--- config.mk ---
export PLATFORM = sky130hd
export DESIGN_NAME = ccb_cell
export DESIGN_NICKNAME = d
export VERILOG_FILES = /design/src/rtl/core/ccb_pkg.sv /design/src/rtl/core/ccb_cell.sv
export SDC_FILE = /design/constraint.sdc
export NUM_CORES = 2
export LEC_CHECK = 0
export ABC_CLOCK_PERIOD_IN_PS = 13400
export BUFFER_PORTS_ARGS = -buffer_cell sky130_fd_sc_hd__buf_2
export CORE_AREA = 3 3 422 424
export CTS_CLUSTER_SIZE = 24
export DETAILED_ROUTE_END_ITERATION = 16
export DIE_AREA = 0 0 425 427
export PLACE_DENSITY = 0.51
export SYNTH_ARGS = -nofsm -noshare
export SYNTH_HDL_FRONTEND = slang
export SYNTH_SLANG_ARGS = --single-unit
--- constraint.sdc ---
create_clock -name aclk -period 13.4 [get_ports aclk]
set_clock_uncertainty 0.05 [all_clocks]
set_input_delay 1.34 -clock aclk [delete_from_list [all_inputs] [get_ports aclk]]
set_output_delay 1.34 -clock aclk [all_outputs]
set_load 0.01 [all_outputs]
--- src/rtl/core/ccb_pkg.sv ---
`timescale 1ns / 1ps
// ccb_pkg: types, constants and helper functions for the ChaCha20 keystream core.
// No dependencies; used by ccb_cell, ccb_out and chacha20_block_keystream_top.
package ccb_pkg;

    localparam int WORD_W     = 32;
    localparam int CFG_IDX_W  = 3;
    localparam int CFG_DATA_W = 64;

    typedef logic [WORD_W-1:0] word_t;
    typedef logic [15:0][WORD_W-1:0] state_t;
    typedef logic [7:0][63:0] ks_t;
    typedef logic [3:0][63:0] key_t;

    typedef struct packed {
        logic diag;
        logic second;
    } cell_mode_t;

    typedef struct packed {
        word_t a;
        word_t b;
        word_t c;
        word_t d;
    } qr_t;

    localparam logic [CFG_IDX_W-1:0] REG_KEY_PART0  = 3'd0;
    localparam logic [CFG_IDX_W-1:0] REG_KEY_PART1  = 3'd1;
    localparam logic [CFG_IDX_W-1:0] REG_KEY_PART2  = 3'd2;
    localparam logic [CFG_IDX_W-1:0] REG_KEY_PART3  = 3'd3;
    localparam logic [CFG_IDX_W-1:0] REG_NONCE_LOW  = 3'd4;
    localparam logic [CFG_IDX_W-1:0] REG_NONCE_HIGH = 3'd5;

    localparam word_t SIGMA0 = 32'h61707865;
    localparam word_t SIGMA1 = 32'h3320646e;
    localparam word_t SIGMA2 = 32'h79622d32;
    localparam word_t SIGMA3 = 32'h6b206574;

    // half a quarter round: rotations 16/12 in the first half, 8/7 in the second
    function automatic qr_t qr_half(input qr_t q, input logic second);
        qr_t   r;
        word_t x;
        r = q;
        r.a = q.a + q.b;
        x = q.d ^ r.a;
        r.d = second ? {x[23:0], x[31:24]} : {x[15:0], x[31:16]};
        r.c = q.c + r.d;
        x = q.b ^ r.c;
        r.b = second ? {x[24:0], x[31:25]} : {x[19:0], x[31:20]};
        return r;
    endfunction

    // state word used by a lane in a given row; diagonal rounds shift row r by r
    function automatic logic [3:0] lane_idx(input logic [1:0] row, input logic [1:0] lane,
                                            input logic diag);
        logic [1:0] col;
        col = lane + (diag ? row : 2'd0);
        return {row, col};
    endfunction

    function automatic state_t build_state(input key_t key, input logic [63:0] nonce_low,
                                           input word_t nonce_high, input word_t ctr);
        state_t s;
        s[0]  = SIGMA0;
        s[1]  = SIGMA1;
        s[2]  = SIGMA2;
        s[3]  = SIGMA3;
        s[4]  = key[0][31:0];
        s[5]  = key[0][63:32];
        s[6]  = key[1][31:0];
        s[7]  = key[1][63:32];
        s[8]  = key[2][31:0];
        s[9]  = key[2][63:32];
        s[10] = key[3][31:0];
        s[11] = key[3][63:32];
        s[12] = ctr;
        s[13] = nonce_low[31:0];
        s[14] = nonce_low[63:32];
        s[15] = nonce_high;
        return s;
    endfunction

endpackage

--- src/rtl/core/ccb_cell.sv ---
`timescale 1ns / 1ps
// ccb_cell: one link of the round chain, four parallel half quarter rounds.
// Depends on ccb_pkg.
module ccb_cell (
    input  logic                aclk,
    input  logic                aresetn,
    input  logic                en,
    input  ccb_pkg::cell_mode_t mode,
    input  logic                in_valid,
    input  ccb_pkg::state_t     in_state,
    input  ccb_pkg::word_t      in_ctr,
    output logic                out_valid,
    output ccb_pkg::state_t     out_state,
    output ccb_pkg::word_t      out_ctr
);

    logic            valid_reg;
    ccb_pkg::state_t state_reg;
    ccb_pkg::state_t state_next;
    ccb_pkg::word_t  ctr_reg;

    always_comb begin
        ccb_pkg::qr_t q;
        logic [3:0]   ia;
        logic [3:0]   ib;
        logic [3:0]   ic;
        logic [3:0]   id;
        state_next = in_state;
        for (int j = 0; j < 4; j++) begin
            ia = ccb_pkg::lane_idx(2'd0, 2'(j), mode.diag);
            ib = ccb_pkg::lane_idx(2'd1, 2'(j), mode.diag);
            ic = ccb_pkg::lane_idx(2'd2, 2'(j), mode.diag);
            id = ccb_pkg::lane_idx(2'd3, 2'(j), mode.diag);
            q = ccb_pkg::qr_half({in_state[ia], in_state[ib], in_state[ic], in_state[id]},
                                 mode.second);
            state_next[ia] = q.a;
            state_next[ib] = q.b;
            state_next[ic] = q.c;
            state_next[id] = q.d;
        end
    end

    always_ff @(posedge aclk) begin
        if (!aresetn) begin
            valid_reg <= 1'b0;
        end else if (en) begin
            valid_reg <= in_valid;
        end
    end

    always_ff @(posedge aclk) begin
        if (en) begin
            state_reg <= state_next;
            ctr_reg   <= in_ctr;
        end
    end

    assign out_valid = valid_reg;
    assign out_state = state_reg;
    assign out_ctr   = ctr_reg;

endmodule

Word level (Yosys, flattened, before mapping):

Cells that the tools add are included.

* register bits after elaboration: 545
* latch bits: 0
* RAM bits: 0
* ROM bits: 0
* output and inout bits: 545
* word-level logic and storage cells: 150
* memories kept: 0

* $add $sub $neg: 17
* $mul: 0
* divide/modulo/power cells: 0
* $lt $le $gt $ge: 24
* equal/unequal tests: 0
* shifts and indexed selects: 0
* muxes and demuxes: 71
* bitwise gates (word level): 8
* reductions and logical operators: 12

Operators with widths (count)
* $bwmux W512: 12
* $mux W32: 32
* $bmux W32 S2: 12
* $demux W32 S2: 12
* $add A32 B32 Y32: 8
* $xor A32 B32 Y32: 8
* $lt A4 B5 Y1 const B: 8
* $ge A4 B1 Y1 const B: 8
* $lt A3 B5 Y1 const B: 4
* $ge A3 B1 Y1 const B: 4
* $logic_and A1 B1 Y1: 12
* $add A2 B2 Y2 const A: 5
* $add A1 B2 Y2 const A: 3
* $mux W2: 2
* $add A2 B1 Y2 const A: 1
* $mux W1: 1

Longest topological paths before layout:

* word-level depth: 21
* depth in mapped cells: 37

Worst setup path after synthesis:

Ideal clock, no wire load.

* kind: input-to-reg
* start point: input mode[1] (netlist name)
* end point: register state_reg (netlist bit out_state[159]) (data pin)
* setup time: 0.272 ns
* arrival time: 9.370 ns
* data required time: 13.078 ns
* path slack: 3.708 ns
* cell stages on the path: 35
* path through: buf_2 > buf_2 > buf_1 > buf_2 > buf_2 > clkbuf_1 > clkbuf_1 > clkbuf_1 > mux2_2 > ha_1 > a21o_1 > a21o_1 > a2111oi_0 > o21ai_0 > a41oi_2 > o31ai_1 > a21oi_1 > o21ai_1 > o41ai_1 > xnor3_1 > mux2i_1 > inv_1 > ha_1 > clkbuf_1 > a21o_1 > a21o_2 > a21o_2 > a21o_1 > a21oi_1 > nand3_2 > o2111ai_2 > and2_1 > buf_2 > xnor3_1 > mux4_2

RTL lines
* from (decl): RTL line ccb_cell.sv:8 `input ccb_pkg::cell_mode_t mode,`
* to (signal assigned): RTL line ccb_cell.sv:53 `state_reg <= state_next;`
* to (decl): RTL line ccb_cell.sv:18 `ccb_pkg::state_t state_reg;`

==> impl_metrics.env <==
export IMPL_status="finished, violations left"
export IMPL_violations="max-capacitance violations, max-slew violations"
export IMPL_hpwl_um=295000
export IMPL_max_freq_mhz=92.0
export IMPL_worstMarginPinSlew_ns=1.56
export IMPL_yosysWarnings=0
export IMPL_syn_area_per_cell_um2=10.1
export IMPL_cts_setup_buffers=0
export IMPL_drtPass1Iterations=6
export IMPL_finalHoldViolations=0
export IMPL_clk_latency_ns=0.69
export IMPL_clk_path_buf_depth=3
export IMPL_worst_hold_slack_ns=0.488
export IMPL_drt_iter0_markers=5469
export IMPL_multi_input_area_um2=26800
export IMPL_gp_congestion=1.06
export IMPL_synth_edf_count=544
export IMPL_crit_fanout=79
export IMPL_cts_max_level=3
export IMPL_hp_class="reg -> reg"
export IMPL_layout_commonest_cell="buf_2"
export IMPL_crit_path_end_kind="register"
export IMPL_fin_tns_setup_ns=0
export IMPL_power_density_nw_per_um2=234
export IMPL_ir_worst_vdd_mv=0.0968
export IMPL_numCtsBuffers=73
export IMPL_crit_arrival_ns=11.33
export IMPL_cap_violations=1
export IMPL_ff2ff_setup_slack_ns=12.73
export IMPL_wl_per_cell_um=43.2
export IMPL_maxSlewViolCount=5
export IMPL_place_area_um2=52900
export IMPL_rsz0062_at_grt="false"
export IMPL_viasPerCell=5.56
export IMPL_vias=43700
export IMPL_cts_sinks=545
export IMPL_p_total_w=0.0129
export IMPL_setup_viol=0
export IMPL_synth_seq_cells=545
export IMPL_ctsHoldBuffers=0
export IMPL_detail_route_antenna_nets=0
export IMPL_port_buffer_count=1094
export IMPL_p_leak_nw=24.2
export IMPL_grt_pass1_wl_um=423000
export IMPL_clockRootBuffer="clkbuf_16"
export IMPL_stdcell_area_um2=55200
export IMPL_io_pins=1095
export IMPL_cts_resized=0
export IMPL_syn_cell_area_um2=44400
export IMPL_critPathRequiredTime_ns=13.86
export IMPL_syn_inst=4387
export IMPL_globalRouteTotalUtil=0.359
export IMPL_grt_pass1_vias=40800
export IMPL_path_clk_slew_ns=0.07
export IMPL_fill_cells=18300
export IMPL_antenna_found_initial=108
export IMPL_drive_above_1_share=0.311
export IMPL_crit_buf_inv=2
export IMPL_initial_core_util=0.255
export IMPL_drt_wl_total_um=340000
export IMPL_tritoncts="yes"
export IMPL_cp_start_kind="input pin"
export IMPL_grt_overflow=0
export IMPL_synth_yosys_seq_area_share=0.368
export IMPL_die_area_um2=181000
export IMPL_coreArea_um2=174000
export IMPL_post_route_period_util=0.811
export IMPL_crit_slowest_cell="o311ai_0"
export IMPL_grt_max_degree=189
export IMPL_syn2layout_area_growth_pct=24.4
export IMPL_worst_setup_path_type="in -> reg"
export IMPL_drc=0
export IMPL_mostFrequentLayoutCells="buf_2, edfxtp_1, nor2_1"
export IMPL_regArea_um2=16400
export IMPL_critical_path_top_delay_family="compound AO/OA/AOI/OAI gates"
export IMPL_final_nets=6256
export IMPL_rows=153
export IMPL_slowest_delay_ns=0.81
export IMPL_min_period_ns=10.87
export IMPL_synth_fp_nets=5193
export IMPL_slew_headroom=-0.0381
export IMPL_synth_cell_types=110
export IMPL_die_y_um=427
export IMPL_die_w_um=425
export IMPL_async_flop_share=0
export IMPL_synth_flop_cell="edfxtp_1"
==> stage by stage <==
step                      worst slack [ns]  cells  utilization
after floorplan                       3.71   4387            -
after global placement                1.57   7698        0.303
after detailed placement              2.06   7700        0.303
after CTS                             2.85   7828        0.316
after global routing                  2.19   7844        0.317
final                                 2.53   7861        0.317
==> logic make-up after synthesis <==
family / count (synthesis) / synth area share
flops: 545 / 0.368
buf+inv: 342 / 0.0305
mux: 664 / 0.162
fa+ha+maj: 256 / 0.0735
xor+xnor: 522 / 0.113
simple gates: 1050 / 0.106
compound gates: 1008 / 0.147
==> routing by layer <==
layer / vias up / routed length, µm / global-route usage
met3: 711 / 26900 / 0.0671
met2: 2749 / 150000 / 0.564
met1: 21900 / 134000 / 0.446
li1: 18300 / - / -
met4: 22 / 28300 / 0.244
met5: - / 142 / 0.0102
==> synthesized netlist by cell type, drive strengths merged (5+ instances only) <==
library cell	instances	share of area
or2	8	0.0011
o41ai	8	0.0017
and3	45	0.0064
or3	18	0.0027
buf	38	0.0037
a211oi	41	0.0070
nor2b	25	0.0035
a21oi	321	0.037
nor2	412	0.035
o221ai	6	0.0012
ha	248	0.070
nand3	54	0.0063
nand2b	35	0.0049
edfxtp	544	0.37
mux2	328	0.083
clkbuf	157	0.014
inv	147	0.012
xnor2	286	0.058
a211o	14	0.0028
fa	8	0.0036
o21bai	53	0.0090
and2	25	0.0035
o21ai	211	0.024
a21boi	13	0.0023
nand3b	5	0.00085
o211ai	23	0.0039
mux2i	327	0.074
o311ai	9	0.0022
o31ai	16	0.0034
nor3	54	0.0064
a21o	153	0.026
xnor3	21	0.011
o21a	23	0.0039
a221oi	17	0.0038
a2111oi	8	0.0016
xor2	209	0.042
nand2	322	0.027
o22ai	11	0.0016
nand4	19	0.0028
a31oi	29	0.0045
nor4	9	0.0013
mux4	9	0.0047
xor3	6	0.0032
==> path summary, 6_finish.rpt <==
| kind | end | from | depth (start not counted) |
|---|---|---|---|
| setup / recovery | out_state[156] | mode[1] | 28 |
| hold / removal | out_valid | out_valid | 2 |
| setup reg to reg | out_valid | out_valid | 2 |
| hold reg to reg | out_valid | out_valid | 2 |
==> sequential cells by signal, indices dropped and copies added, names as in the netlist <==
signal     cells
out_ctr       32
out_state    512
out_valid      1
==> where the power goes <==
| part | switching, W | total (W) | internal (W) |
|---|---|---|---|
| clock network | 0.000876 | 0.00194 | 0.00106 |
| registers | 0.000366 | 0.00302 | 0.00265 |
| logic | 0.00563 | 0.00798 | 0.00235 |
==> layout make-up <==
type,instances,share of cell area
clock buffer,86,0.0344
sequential,545,0.296
clock inverter,42,0.00639
timing repair buffer,1183,0.113
antenna,33,0.00150
inverter,147,0.0102
multi-input combinational,3500,0.486
tap,2325,0.0527
==> worst min-delay path: cells and delay by family, from the launching register on <==
kind / cells / cell delay [ns]
flops: 1 / 0.33
mux: 1 / 0.08
simple gates: 1 / 0.10
Power figures use the tool's default switching activity.
