`src/rtl/core/ccb_pkg.sv`:
```
`timescale 1ns / 1ps
// ccb_pkg: types, constants and helper functions for the ChaCha20 keystream core.
// No dependencies; used by ccb_cell, ccb_out and chacha20_block_keystream_top.
package ccb_pkg;

    localparam int WORD_W     = 32;
    localparam int CFG_IDX_W  = 3;
    localparam int CFG_DATA_W = 64;

    typedef logic [WORD_W-1:0] word_t;
    typedef logic [15:0][WORD_W-1:0] state_t;
    typedef logic [7:0][63:0] ks_t;
    typedef logic [3:0][63:0] key_t;

    typedef struct packed {
        logic diag;
        logic second;
    } cell_mode_t;

    typedef struct packed {
        word_t a;
        word_t b;
        word_t c;
        word_t d;
    } qr_t;

    localparam logic [CFG_IDX_W-1:0] REG_KEY_PART0  = 3'd0;
    localparam logic [CFG_IDX_W-1:0] REG_KEY_PART1  = 3'd1;
    localparam logic [CFG_IDX_W-1:0] REG_KEY_PART2  = 3'd2;
    localparam logic [CFG_IDX_W-1:0] REG_KEY_PART3  = 3'd3;
    localparam logic [CFG_IDX_W-1:0] REG_NONCE_LOW  = 3'd4;
    localparam logic [CFG_IDX_W-1:0] REG_NONCE_HIGH = 3'd5;

    localparam word_t SIGMA0 = 32'h61707865;
    localparam word_t SIGMA1 = 32'h3320646e;
    localparam word_t SIGMA2 = 32'h79622d32;
    localparam word_t SIGMA3 = 32'h6b206574;

    // half a quarter round: rotations 16/12 in the first half, 8/7 in the second
    function automatic qr_t qr_half(input qr_t q, input logic second);
        qr_t   r;
        word_t x;
        r = q;
        r.a = q.a + q.b;
        x = q.d ^ r.a;
        r.d = second ? {x[23:0], x[31:24]} : {x[15:0], x[31:16]};
        r.c = q.c + r.d;
        x = q.b ^ r.c;
        r.b = second ? {x[24:0], x[31:25]} : {x[19:0], x[31:20]};
        return r;
    endfunction

    // state word used by a lane in a given row; diagonal rounds shift row r by r
    function automatic logic [3:0] lane_idx(input logic [1:0] row, input logic [1:0] lane,
                                            input logic diag);
        logic [1:0] col;
        col = lane + (diag ? row : 2'd0);
        return {row, col};
    endfunction

    function automatic state_t build_state(input key_t key, input logic [63:0] nonce_low,
                                           input word_t nonce_high, input word_t ctr);
        state_t s;
        s[0]  = SIGMA0;
        s[1]  = SIGMA1;
        s[2]  = SIGMA2;
        s[3]  = SIGMA3;
        s[4]  = key[0][31:0];
        s[5]  = key[0][63:32];
        s[6]  = key[1][31:0];
        s[7]  = key[1][63:32];
        s[8]  = key[2][31:0];
        s[9]  = key[2][63:32];
        s[10] = key[3][31:0];
        s[11] = key[3][63:32];
        s[12] = ctr;
        s[13] = nonce_low[31:0];
        s[14] = nonce_low[63:32];
        s[15] = nonce_high;
        return s;
    endfunction

endpackage

```
`src/rtl/core/ccb_out.sv`:
```
`timescale 1ns / 1ps
// ccb_out: feed-forward add of the starting state and little-endian packing
// into the result register. Depends on ccb_pkg.
module ccb_out (
    input  logic            aclk,
    input  logic            aresetn,
    input  logic            en,
    input  logic            in_valid,
    input  ccb_pkg::state_t in_state,
    input  ccb_pkg::word_t  in_ctr,
    input  ccb_pkg::key_t   key,
    input  logic [63:0]     nonce_low,
    input  ccb_pkg::word_t  nonce_high,
    output logic            out_valid,
    output ccb_pkg::ks_t    out_ks
);

    logic            valid_reg;
    ccb_pkg::ks_t    ks_reg;
    ccb_pkg::ks_t    ks_next;
    ccb_pkg::state_t init;
    ccb_pkg::state_t sum;

    assign init = ccb_pkg::build_state(key, nonce_low, nonce_high, in_ctr);

    always_comb begin
        for (int i = 0; i < 16; i++) begin
            sum[i] = in_state[i] + init[i];
        end
        for (int k = 0; k < 8; k++) begin
            ks_next[k] = {sum[2*k+1], sum[2*k]};
        end
    end

    always_ff @(posedge aclk) begin
        if (!aresetn) begin
            valid_reg <= 1'b0;
        end else if (en) begin
            valid_reg <= in_valid;
        end
    end

    always_ff @(posedge aclk) begin
        if (en) begin
            ks_reg <= ks_next;
        end
    end

    assign out_valid = valid_reg;
    assign out_ks    = ks_reg;

endmodule

```
`config.mk`:
```
export PLATFORM = sky130hd
export DESIGN_NAME = ccb_out
export DESIGN_NICKNAME = d
export VERILOG_FILES = /design/src/rtl/core/ccb_pkg.sv /design/src/rtl/core/ccb_out.sv
export SDC_FILE = /design/constraint.sdc
export NUM_CORES = 1
export LEC_CHECK = 0
export BUFFER_PORTS_ARGS = -buffer_cell sky130_fd_sc_hd__buf_2
export CORE_AREA = 4 4 545 547
export CTS_BUF_LIST = sky130_fd_sc_hd__clkbuf_16
export DETAILED_ROUTE_END_ITERATION = 10
export DIE_AREA = 0 0 549 551
export PLACE_DENSITY = 0.3
export REMOVE_ABC_BUFFERS = 1
export SKIP_LAST_GASP = 1
export SLEW_MARGIN = 20
export SYNTH_ARGS = -nofsm -noshare
export SYNTH_HDL_FRONTEND = slang
export SYNTH_SLANG_ARGS = --single-unit
```
`constraint.sdc`:
```
create_clock -name aclk -period 7.6 [get_ports aclk]
set_input_delay 1.14 -clock aclk [delete_from_list [all_inputs] [get_ports aclk]]
set_output_delay 1.14 -clock aclk [all_outputs]
set_load 0.05 [all_outputs]
```
## Word-level counts from Yosys, hierarchy flattened

Index checks and enable logic that the tools add are counted.

- Flip-flop bits (word level): 513
- Input port bits: 900

- Add/sub/neg operators: 16

Operators by type and width:

| cell | count |
|---|---|
| adder 32 bit | 12 |
| adder 32 x 31 -> 32 bit, second input constant | 3 |
| adder 32 x 30 -> 32 bit, second input constant | 1 |

## Longest topological paths before layout

Gate-level depths: netlist (run 1).

- Depth after elaboration: 1
- Gate-level depth with buffers: 13
- Mapped depth without buffers: 13

## Worst setup path before layout (run 1)

No wires, ideal clock.

- Path kind: input to register
- From: input port in_state[160] in the netlist's numbering
- To: register ks_reg (netlist bit out_ks[190]), data pin
- Setup time: 265 ps
- Data arrival time: 3,688 ps
- Required time: 7,335 ps
- Setup slack: 3,647 ps
- Cell stages on the path: 12
- Cells stage by stage: ha_1 fa_1 a21o_1 a21oi_1 o21ai_0 a31o_2 a31o_2 a31oi_1 o21ai_1 a221oi_2 o21ai_0 xor2_1

RTL lines:

| item | RTL line | source |
|---|---|---|
| start: declaration | ccb_out.sv:9 | `input ccb_pkg::state_t in_state,` |
| end signal: assignment | ccb_out.sv:45 | `ks_reg <= ks_next;` |
| end: declaration | ccb_out.sv:19 | `ccb_pkg::ks_t ks_reg;` |

==> results.md, run 1 <==
* Data arrival, critical path at 5150 ps
* Buffers from clock root to sink, at most at 4
* Setup Buffers After CTS at 0
* Class of the most critical setup path: primary input to flop
* Post-Synthesis Cells at 3237
* Slowest cell on the critical path: sky130_fd_sc_hd__a211oi_1
* Count of vias placed by the detailed router at 32500
* Vias per std cell at 3.72
* Clock transition time at the flip-flop clock pins of the worst setup and hold paths at 60 ps
* Synthesis Warnings at 0
* Post-Place Cells at 8546
* Worst path max stage delay at 850 ps
* Number of DRC violations after detailed routing at 0
* Top cell type by total area after synthesis: sky130_fd_sc_hd__edfxtp_1
* Launching element type of the critical path: primary input
* Number of top-level pins at 1413
* Number of global-route vias before repair at 33300
* Worst Max-Slew Pin Slew at 1090 ps
* Largest net degree at the start of global routing at 117
* Post-synth top flop: sky130_fd_sc_hd__edfxtp_1
* Top cells by area in the synthesized netlist: sky130_fd_sc_hd__edfxtp_1 44%, sky130_fd_sc_hd__ha_1 13%, sky130_fd_sc_hd__xnor2_1 7.7%
* Hold-fix buffers at CTS at 0
* VDD IR-drop max at 145 uV
* Library cell with the highest instance count after synthesis: sky130_fd_sc_hd__edfxtp_1
* CP Capture Type: flop
* Die outline height at 551 um
* Starting Density at 12.0%
* WL/cell at 23.8 um
* Number of hold-slack violations in the final timing report at 0
* Share of post-route cells with drive strength above 1 at 33.2%
* Fraction of registers with async set or reset after synthesis at 0%
* Routed wire length at 207 mm
* Final Wtd Congestion at 0.872
* Site Rows at 199
* Area share of the largest cell type after synthesis at 43.9%
* Aggregate negative setup slack at 0 ps
* Chain of cells forming the critical path: buf_2, ha_1, nand2_1, nor3_2, o31a_1, o2111ai_1, a211oi_1, o2111ai_1, and2_1, o22ai_1, mux2i_1, o2111ai_1
* Initial antenna violation count at 144
* Reported leakage power at 21.4 nW
* Number of enable flip-flop cells after synthesis at 512
* Count of final max-slew check failures at 0
* Detailed Routing Iterations Pass 1 at 7
* Area of the die at 302000 um2
* Placeable core region at 293000 um2
* Fin crit period at 4650 ps
* Remaining global-route overflow at 0
* Kind of path behind the tightest hold check: primary input to flop
* Required time worst endpoint at 8100 ps
* Non-Filler Instances at 8722
* Clk sinks at 513
* Sequential area share after synthesis at 44.0%
* H-tree levels at 3
* Most frequent cells after synthesis: 512 x sky130_fd_sc_hd__edfxtp_1, 376 x sky130_fd_sc_hd__ha_1, 344 x sky130_fd_sc_hd__a21oi_1
* Final period util at 61.2%
* Max Cap Violations at 0
* Post-cts sizing count at 0
* Number of violations reported at the end of detailed-routing iteration 0 at 1768
* CP max FO at 4
* Number of buffers created by CTS at 87
* Mean cell area of the mapped netlist at 10.8 um2
* Area of the mapped netlist at 35000 um2
* Root cell of the clock tree: sky130_fd_sc_hd__clkbuf_16
* Netlist cell types at 85
* Antenna violation net count after detailed routing at 0
* Flop and latch count out of synthesis at 513
* Power per unit of standard cell area at 245 nW/um2
* Rel. slew slack at 27.4%
* Clock tree from TritonCTS: yes
* Clk Latency, worst-skew pair at 740 ps
* RSZ-0062 raised after global routing: false
* Total global routing track utilization at 13.0%
* Global-route wire length before repair at 275 mm
* IO buf count at 1412
* Maximum achievable frequency at 215 MHz
* Hold Slack at 521 ps
* Die Width at 549 um
* Area grow syn2layout at 42.0%
* Result of the run: finished, final reports clean
* Nets at 6004
* Total of endpoints with negative setup slack in the final report at 0
* Fill cells at 32900
* Detail Placement HPWL at 179 mm
* Worst setup skew after layout at 0 ps
* Most used cell along the critical path: sky130_fd_sc_hd__o2111ai_1
-- through the flow --
stage                     setup slack (ps)  total power [mW]  utilization, %  instance area [um2]
after floorplan                       3650              6.69               -                34900
after global placement                1510              8.42            16.1                47000
after detailed placement              1980              8.39            16.1                47000
after CTS                             2830              12.5            17.0                49600
after global routing                  2760              12.8            17.0                49700
final                                 2950              12.2            17.0                49700
-- final timing paths --
kind,from,endpoint,slack [ps],cells past startpoint
min,in_state[32],out_ks[32]$_DFFE_PP_,520,1
max reg2reg,out_valid$_SDFFE_PN0P_,out_valid$_SDFFE_PN0P_,6990,2
max,key[165],out_ks[318]$_DFFE_PP_,2950,12
min reg2reg,out_valid$_SDFFE_PN0P_,out_valid$_SDFFE_PN0P_,540,2
-- kinds of logic after synthesis --
group | after synthesis | share of synthesized area, %
compound gates | 1051 | 19.4
xor+xnor | 460 | 11.5
fa+ha+maj | 388 | 14.1
buf+inv | 133 | 1.44
flops | 513 | 44.0
mux | 3 | 0.0858
simple gates | 689 | 9.50
-- per-layer routing --
metal  up-vias  share of wire, %  track usage [%]
li1      15300                 -                -
met5         -              0.43                0
met3       373               8.3             4.67
met1     15400                36             13.1
met4       130               3.3             3.91
met2      1287                52             24.6
-- worst max-delay path, delay by kind of cell --
family	cells	cell delay, ps
mux	1	240
compound gates	6	2120
simple gates	3	1130
buf+inv	1	100
fa+ha+maj	1	380
-- cell usage in the layout, fill, tap and decap left out, types with 24 or more instances in the layout --
master                      synthesis  routed
sky130_fd_sc_hd__o21ai_0          160     159
sky130_fd_sc_hd__nand2b_1          38      38
sky130_fd_sc_hd__o21bai_1          62      62
sky130_fd_sc_hd__nand4_1           32      32
sky130_fd_sc_hd__nor2_1           171     171
sky130_fd_sc_hd__a21o_1           192     192
sky130_fd_sc_hd__a21oi_1          344     344
sky130_fd_sc_hd__xor2_1           154     154
sky130_fd_sc_hd__ha_1             376     376
sky130_fd_sc_hd__nor3_1            43      42
sky130_fd_sc_hd__and3_1            38      38
sky130_fd_sc_hd__a31oi_1           34      34
sky130_fd_sc_hd__nand3_1           76      76
sky130_fd_sc_hd__nand2_1          181     181
sky130_fd_sc_hd__edfxtp_1         512     512
sky130_fd_sc_hd__nor2b_1           39      39
sky130_fd_sc_hd__buf_2              2    1411
sky130_fd_sc_hd__xnor2_1          306     306
sky130_fd_sc_hd__inv_1            101     117
sky130_fd_sc_hd__a211oi_1          24      24
sky130_fd_sc_hd__o21a_1            43      43
sky130_fd_sc_hd__clkbuf_16          0      87
-- flip-flops by register name, summed over array words and instances (netlist names) --
| register | count |
|---|---|
| out_ks | 512 |
| out_valid | 1 |
-- where the power goes --
part / switching [mW] / total, mW / internal [mW] / leakage, nW
Clock: 1.65 / 3.92 / 2.27 / 1.36
Sequential: 0.184 / 3.86 / 3.68 / 5.02
Combinational: 3.16 / 4.37 / 1.22 / 15.0
-- final cells by class --
class                           instances  area [um2]  share of cell area (%)
Timing Repair Buffer                 1422        7190                    14.5
Tap cell                             3919        4900                    9.87
Sequential cell                       513       15400                    31.0
Clock inverter                         67         488                   0.982
Inverter                              101         379                   0.763
Clock buffer                           87        2180                    4.38
Antenna cell                           22        55.1                   0.111
Multi-Input combinational cell       2591       19100                    38.5
(Power assumes the default switching activity.)
==> run 2, diff against run 1 <==
clock period = 4.5 ns   (was 7.6 ns; I/O delays follow)
==> run 2 against run 1 <==
Net effect:
- global-route usage barely moved
- cell count grew 0.83%
- sequential power rose by 69%
- critical path type unchanged
- largest power group unchanged
- highest routed layer unchanged
==> results.md, run 2 (same netlist as run 1, synthesis figures left out) <==
* Clk sinks at 513 (unchanged)
* Nets at 6060 (+0.93%)
* Total of endpoints with negative setup slack in the final report at 0 (unchanged)
* Placeable core region at 293000 um2 (unchanged)
* CP max FO at 3 (-1)
* Final period util at 79.3%
* RSZ-0062 raised after global routing: false
* Site Rows at 199 (unchanged)
* Cells on Worst Hold Path at 2 (+1)
* Number of DRC violations after detailed routing at 0 (unchanged)
* Area grow syn2layout at 43.5%
* Count of final max-slew check failures at 0 (unchanged)
* Buffers from clock root to sink, at most at 4 (unchanged)
* Worst reg2reg setup slack at 3910 ps (-3080 ps)
* Sequential Area at 15400 um2 (unchanged)
* Multi-input combinational cell area at 19100 um2 (about the same)
* Number of hold-slack violations in the final timing report at 0 (unchanged)
* Start point of the critical path: in_state[288]
* Switching part of the total at 40.5% (-0.48 points)
* Vias per std cell at 3.70 (-0.50%)
* Core utilization of the finished layout at 17.2% (+0.18 points)
* Leading cell types in the layout, fill and taps excluded: 1411 x sky130_fd_sc_hd__buf_2, 512 x sky130_fd_sc_hd__edfxtp_1, 376 x sky130_fd_sc_hd__ha_1
* Count of vias placed by the detailed router at 32600 (+0.32%)
* Max FFs per register at 512 (unchanged)
* Data arrival, critical path at 4090 ps (-1060 ps)
* Fill cells at 32900 (-0.16%)
* Largest net degree at the start of global routing at 70 (-40%)
* Remaining global-route overflow at 0 (unchanged)
* Power per unit of standard cell area at 411 nW/um2 (+68%)
* Most frequent standard cell in the layout excluding fill and tap cells: sky130_fd_sc_hd__buf_2
* Class of the most critical setup path: primary input to flop
* Post-Layout Inst Area at 50200 um2 (+1.1%)
* Critical path destination: out_ks[314]$_DFFE_PP_
* Reported leakage power at 21.6 nW (+1.3%)
* Final Wtd Congestion at 0.897 (+2.9%)
* Number of global-route vias before repair at 33500 (+0.43%)
* Number of top-level pins at 1413 (unchanged)
* Worst setup skew after layout at 0 ps (unchanged)
* CP Capture Type: flop
* Initial antenna violation count at 147 (+2.1%)
* Launching point of the worst reg2reg path: out_valid$_SDFFE_PN0P_
* Area of the die at 302000 um2 (unchanged)
* Combinational group share of total power at 36.2% (+0.2 points)
* Fin crit period at 3570 ps
* Routed wire length at 208 mm (about the same)
* Worst Max-Slew Pin Slew at 1010 ps (-83.3 ps)
* Clock tree from TritonCTS: yes
* Die Width at 549 um (unchanged)
* Root cell of the clock tree: sky130_fd_sc_hd__clkbuf_16
* Starting Density at 12.0% (unchanged)
* Number of buffers created by CTS at 84 (-3.4%)
* Detailed Routing Iterations Pass 1 at 5 (-2)
* Worst r2r dst: out_valid$_SDFFE_PN0P_
* Antenna violation net count after detailed routing at 0 (unchanged)
* Global-route wire length before repair at 276 mm (+0.10%)
* Clock group share of total power at 32.2% (about the same)
* Launching element type of the critical path: primary input
* WL/cell at 23.6 um (-0.76%)
* Instance area after placement at 47400 um2 (+0.89%)
* Share of post-route cells with drive strength above 1 at 33.8% (+0.67 points)
* Number of violations reported at the end of detailed-routing iteration 0 at 1652 (-6.6%)
* Clk Latency, worst-skew pair at 760 ps (+20 ps)
* Rel. slew slack at 32.0% (+4.7 points)
* Maximum achievable frequency at 280 MHz
* Detail Placement HPWL at 181 mm (+1.2%)
* Kind of path behind the tightest hold check: primary input to flop
* VDD IR-drop max at 262 uV (+81%)
* Total global routing track utilization at 13.0% (+0.021 points)
* Reg2reg path depth at 2 (unchanged)
* Cell internal power dissipation at 12.3 mW (+71%)
* Required time worst endpoint at 5020 ps (-3080 ps)
* Max Cap Violations at 0 (unchanged)
* Proportion of power drawn by flip-flops and latches at 31.5% (-0.3 points)
* H-tree levels at 3 (unchanged)
* IO buf count at 1412 (unchanged)
* Clock transition time at the flip-flop clock pins of the worst setup and hold paths at 60 ps (about the same)
* Die outline height at 551 um (unchanged)
* Result of the run: finished, final reports clean
* Net switching component of the power at 8.38 mW (+68%)
* Hold Slack at 136 ps (-385 ps)
run 2: layout make-up:
type	count	share of cell area [%]
Antenna cell	41	0.204
Clock buffer	84	4.19
Clock inverter	64	1.15
Inverter	101	0.755
Multi-Input combinational cell	2591	38.0
Sequential cell	513	30.7
Tap cell	3919	9.76
Timing Repair Buffer	1481	15.2
run 2: worst max-delay path, stage by stage:
cell and delay [ps]:
sky130_fd_sc_hd__buf_2 100, sky130_fd_sc_hd__ha_1 210, sky130_fd_sc_hd__fa_1 400, sky130_fd_sc_hd__a21oi_1 250, sky130_fd_sc_hd__nor3_1 150, sky130_fd_sc_hd__o31a_1 340
sky130_fd_sc_hd__buf_12 150, sky130_fd_sc_hd__o2111ai_1 480, sky130_fd_sc_hd__a211oi_1 170, sky130_fd_sc_hd__buf_4 180, sky130_fd_sc_hd__o2111ai_1 330, sky130_fd_sc_hd__buf_4 180
sky130_fd_sc_hd__a31oi_1 100, sky130_fd_sc_hd__o21a_1 190, sky130_fd_sc_hd__nor2_1 110, sky130_fd_sc_hd__xnor2_1 70
run 2: timing repair:
action                     in CTS  in global routing
hold endpoints to repair        4                  0
resized for setup               0                  0
setup endpoints to repair       0                  0
hold buffers                    4                  0
buffers inserted                0                  0
run 2: routing by layer:
layer | global-route usage, % | vias up | wire length [um]
met5 | 0 | - | 854
met4 | 3.39 | 136 | 6120
met3 | 5.05 | 374 | 18600
met2 | 24.8 | 1270 | 109000
met1 | 13.0 | 15400 | 72800
li1 | - | 15400 | -
run 2: through the flow:
stage | setup WS [ps] | cells | total power, mW | TNS, ps
2_1_floorplan | 1010 | 3205 | 11.3 | 0
3_3_place_gp | -11.4 | 8601 | 14.3 | -11.4
3_5_place_dp | -22.1 | 8601 | 14.3 | -38.6
4_1_cts | 859 | 8753 | 21.3 | 0
5_1_grt | 759 | 8767 | 21.8 | 0
6_report | 930 | 8794 | 20.7 | 0
run 2: power groups by stage:
stage,clock network (mW),logic [mW],registers [mW]
global route,7.19,8.01,6.58
CTS,7.02,7.67,6.56
floorplan,0,2.34,8.96
finish,6.65,7.49,6.51
global placement,0,7.68,6.64
detailed placement,0,7.63,6.64
run 2: worst min path at each step:
| stage | startpoint | endpoint |
|---|---|---|
| floorplan | out_valid$_SDFFE_PN0P_ | out_valid$_SDFFE_PN0P_ |
| finish | aresetn | out_valid$_SDFFE_PN0P_ |
| CTS | aresetn | out_valid$_SDFFE_PN0P_ |
| global route | aresetn | out_valid$_SDFFE_PN0P_ |
| detailed placement | out_valid$_SDFFE_PN0P_ | out_valid$_SDFFE_PN0P_ |
| global placement | out_valid$_SDFFE_PN0P_ | out_valid$_SDFFE_PN0P_ |
==> run 3, diff against run 2 <==
ABC_AREA = 1   (was not set)
CORE_AREA = 4 4 547 549   (was 4 4 545 547)
DIE_AREA = 0 0 551 553   (was 0 0 549 551)
PLACE_DENSITY = 0.31   (was 0.3)
clock period = 3.1 ns   (was 4.5 ns; I/O delays follow)
==> run 3 against run 2 <==
Net effect:
- clock power grew 43%
- count of clock-buffer cells in the layout grew 3
- wire length is 38% higher
- non-clock buffer count increased by 73
- clock skew unchanged
- sequential power up 46%
- critical endpoint is now out_ks[220]$_DFFE_PP_
- via count grew 60%
- global-route usage up 5.0 points
==> results.md, run 3 <==
* Most frequent standard cell in the layout excluding fill and tap cells: sky130_fd_sc_hd__nand2_1
* Reg2reg path depth at 3 (+1)
* Post-Synthesis Cells at 7390 (+130%)
* Netlist cell types at 38 (-55%)
* Buffers from clock root to sink, at most at 4 (unchanged)
* Class of the most critical setup path: primary input to flop
* Launching point of the worst reg2reg path: out_valid$_SDFFE_PN0P_
* Synthesis Warnings at 0 (unchanged)
* Clk sinks at 513 (unchanged)
* Kind of path behind the tightest hold check: primary input to flop
* WL/cell at 21.9 um (-7.0%)
* Largest net degree at the start of global routing at 62 (-11%)
* Worst setup skew after layout at 0 ps (unchanged)
* Number of hold-slack violations in the final timing report at 0 (unchanged)
* Clock transition time at the flip-flop clock pins of the worst setup and hold paths at 60 ps (about the same)
* Starting Density at 16.2% (+4.2 points)
* Number of buffers created by CTS at 84 (unchanged)
* Maximum achievable frequency at 413 MHz
* CP max FO at 4 (+1)
* H-tree levels at 3 (unchanged)
* Top cell type by total area after synthesis: sky130_fd_sc_hd__edfxtp_1
* Number of violations reported at the end of detailed-routing iteration 0 at 3036 (+84%)
* Final Wtd Congestion at 0.954 (+6.4%)
* RSZ-0062 raised after global routing: false
* Required time worst endpoint at 3620 ps (-1400 ps)
* PnR Total Power at 31.6 mW (+53%)
* Max Cap Violations at 0 (unchanged)
* Count of vias placed by the detailed router at 52100 (+60%)
* Clock tree from TritonCTS: yes
* Worst Max-Slew Pin Slew at 747 ps (-259 ps)
* Antenna violation net count after detailed routing at 0 (unchanged)
* Worst Slack Setup Final at 680 ps (-250 ps)
* Post-Layout Inst Area at 63600 um2 (+27%)
* Detailed Routing Iterations Pass 1 at 6 (+1)
* Clk Latency, worst-skew pair at 750 ps (about the same)
* Detail Placement HPWL at 254 mm (+41%)
* Total global routing track utilization at 18.0% (+5.0 points)
* Die Width at 551 um (+0.36%)
* Site Rows at 199 (unchanged)
* Setup Buffers After CTS at 0 (unchanged)
* Area share of the largest cell type after synthesis at 32.4% (-12 points)
* Rel. slew slack at 50.2% (+18 points)
* Launching element type of the critical path: primary input
* Mean cell area of the mapped netlist at 6.43 um2 (-41%)
* Routed wire length at 286 mm (+38%)
* Top cells by area in the synthesized netlist: sky130_fd_sc_hd__edfxtp_1 32%, sky130_fd_sc_hd__nand2_1 25%, sky130_fd_sc_hd__inv_1 12%
* Fin crit period at 2420 ps
* Core utilization of the finished layout at 21.6% (+4.5 points)
* Worst setup timing slack at the placement stage at 284 ps (+306 ps)
* Reported leakage power at 35.7 nW (+65%)
* Instance area after placement at 59900 um2 (+26%)
* Global-route wire length before repair at 395 mm (+43%)
* Final period util at 78.1%
* Worst r2r dst: out_valid$_SDFFE_PN0P_
* Post-synth top flop: sky130_fd_sc_hd__edfxtp_1
* IO buf count at 1412 (unchanged)
* Cells on Worst Hold Path at 3 (+1)
* Vias per std cell at 3.99 (+7.9%)
* Number of top-level pins at 1413 (unchanged)
* Area of the die at 305000 um2 (+0.73%)
* Beginning of the worst hold path: in_state[85]
* VDD IR-drop max at 352 uV (+34%)
* Most frequent cells after synthesis: 3166 x sky130_fd_sc_hd__nand2_1, 1509 x sky130_fd_sc_hd__inv_1, 593 x sky130_fd_sc_hd__nor2_1
* Hold-critical path endpoint: out_ks[85]$_DFFE_PP_
* Fill cells at 34000 (+3.5%)
* Share of post-route cells with drive strength above 1 at 17.8% (-16 points)
* Initial antenna violation count at 104 (-29%)
* Data arrival, critical path at 2940 ps (-1150 ps)
* Aggregate negative setup slack at 0 ps (unchanged)
* Leading cell types in the layout, fill and taps excluded: 3166 x sky130_fd_sc_hd__nand2_1, 1521 x sky130_fd_sc_hd__inv_1, 1411 x sky130_fd_sc_hd__buf_2
* Number of enable flip-flop cells after synthesis at 512 (unchanged)
* Max FFs per register at 512 (unchanged)
* Sequential area share after synthesis at 32.4% (-12 points)
* Nets at 10300 (+70%)
* Placeable core region at 294000 um2 (+0.43%)
* Remaining global-route overflow at 0 (unchanged)
* Fraction of registers with async set or reset after synthesis at 0% (unchanged)
* CP Capture Type: flop
* Result of the run: finished, final reports clean
* Root cell of the clock tree: sky130_fd_sc_hd__clkbuf_16
* Power per unit of standard cell area at 498 nW/um2 (+21%)
* Post-cts sizing count at 0 (unchanged)
* Total of endpoints with negative setup slack in the final report at 0 (unchanged)
* Library cell with the highest instance count after synthesis: sky130_fd_sc_hd__nand2_1
* Number of global-route vias before repair at 52700 (+57%)
* Worst reg2reg setup slack at 1940 ps (-1970 ps)
* Die outline height at 553 um (+0.36%)
* Count of final max-slew check failures at 0 (unchanged)
* Number of DRC violations after detailed routing at 0 (unchanged)
* Flop and latch count out of synthesis at 513 (unchanged)
* Area of the mapped netlist at 47500 um2 (+36%)
* Area grow syn2layout at 33.8%
-- run 3: stage by stage --
| step | instances | hold slack [ps] |
|---|---|---|
| 6_report | 13000 | 83.3 |
| 5_1_grt | 13000 | 9.09 |
| 3_3_place_gp | 12800 | 516 |
| 3_5_place_dp | 12800 | 528 |
| 2_1_floorplan | 7388 | 558 |
| 4_1_cts | 13000 | 1.54 |
-- run 3: how the worst max path moves through the flow --
| stage | start | end | slack [ps] | cells past startpoint |
|---|---|---|---|---|
| 2_1_floorplan | in_state[160] | out_ks[188]$_DFFE_PP_ | 1050 | 12 |
| 3_3_place_gp | in_state[128] | out_ks[156]$_DFFE_PP_ | 280 | 13 |
| 3_5_place_dp | in_state[128] | out_ks[156]$_DFFE_PP_ | 280 | 13 |
| 4_1_cts | in_state[192] | out_ks[220]$_DFFE_PP_ | 680 | 14 |
| 5_1_grt | in_state[192] | out_ks[220]$_DFFE_PP_ | 520 | 14 |
| 6_report | in_state[192] | out_ks[220]$_DFFE_PP_ | 680 | 14 |
-- run 3: kinds of logic (layout without fill, tap and decap cells) --
group	Yosys count	count (layout)	share of synthesized area [%]
AND/OR/NAND/NOR	4366	4366	36.5
XOR/XNOR	255	255	4.70
flip-flops	513	513	32.4
buffers and inverters	1516	3214	12.0
adder cells (fa/ha/maj)	388	388	10.4
other	0	30	0
AO/OA/AOI/OAI	352	352	3.99
-- run 3: power by group --
group	total, mW	internal [mW]	switching (mW)
registers	9.48	8.94	0.544
logic	12.7	3.17	9.48
clock network	9.51	5.54	3.97
total	31.6	17.6	14.0
-- run 3: critical path, cell delays in order --
cell and delay (ps):
sky130_fd_sc_hd__dlygate4sd3_1 540, sky130_fd_sc_hd__buf_2 130, sky130_fd_sc_hd__ha_1 380, sky130_fd_sc_hd__fa_1 530, sky130_fd_sc_hd__nand3_1 120, sky130_fd_sc_hd__nand3_1 100
sky130_fd_sc_hd__nand2_1 80, sky130_fd_sc_hd__nand2_1 110, sky130_fd_sc_hd__nand2_1 80, sky130_fd_sc_hd__nand2_1 100, sky130_fd_sc_hd__nand2_1 120, sky130_fd_sc_hd__nand2_1 60
sky130_fd_sc_hd__nand2_1 60, sky130_fd_sc_hd__nand2_1 50
-- run 3: layout make-up --
class / count / area (um2) / share of cell area [%]
multi-input cells: 5361 / 26400 / 41.6
repair buffers: 1554 / 8510 / 13.4
clock buffers: 87 / 2180 / 3.42
flip-flops and latches: 513 / 15400 / 24.2
clock inverters: 59 / 434 / 0.683
well taps: 3919 / 4900 / 7.71
diodes: 30 / 75.1 / 0.118
inverters: 1514 / 5680 / 8.93
-- run 3: repair_timing --
action / CTS / global route
setup endpoints to repair: 0 / 0
hold buffers: 100 / 0
endpoints found under the hold margin: 83 / 0
-- run 3: per-layer routing --
metal,share of wire (%),track usage [%]
met3,7.2,4.63
met2,49,32.1
met1,41,21.2
met4,3.2,5.02
met5,0.18,0
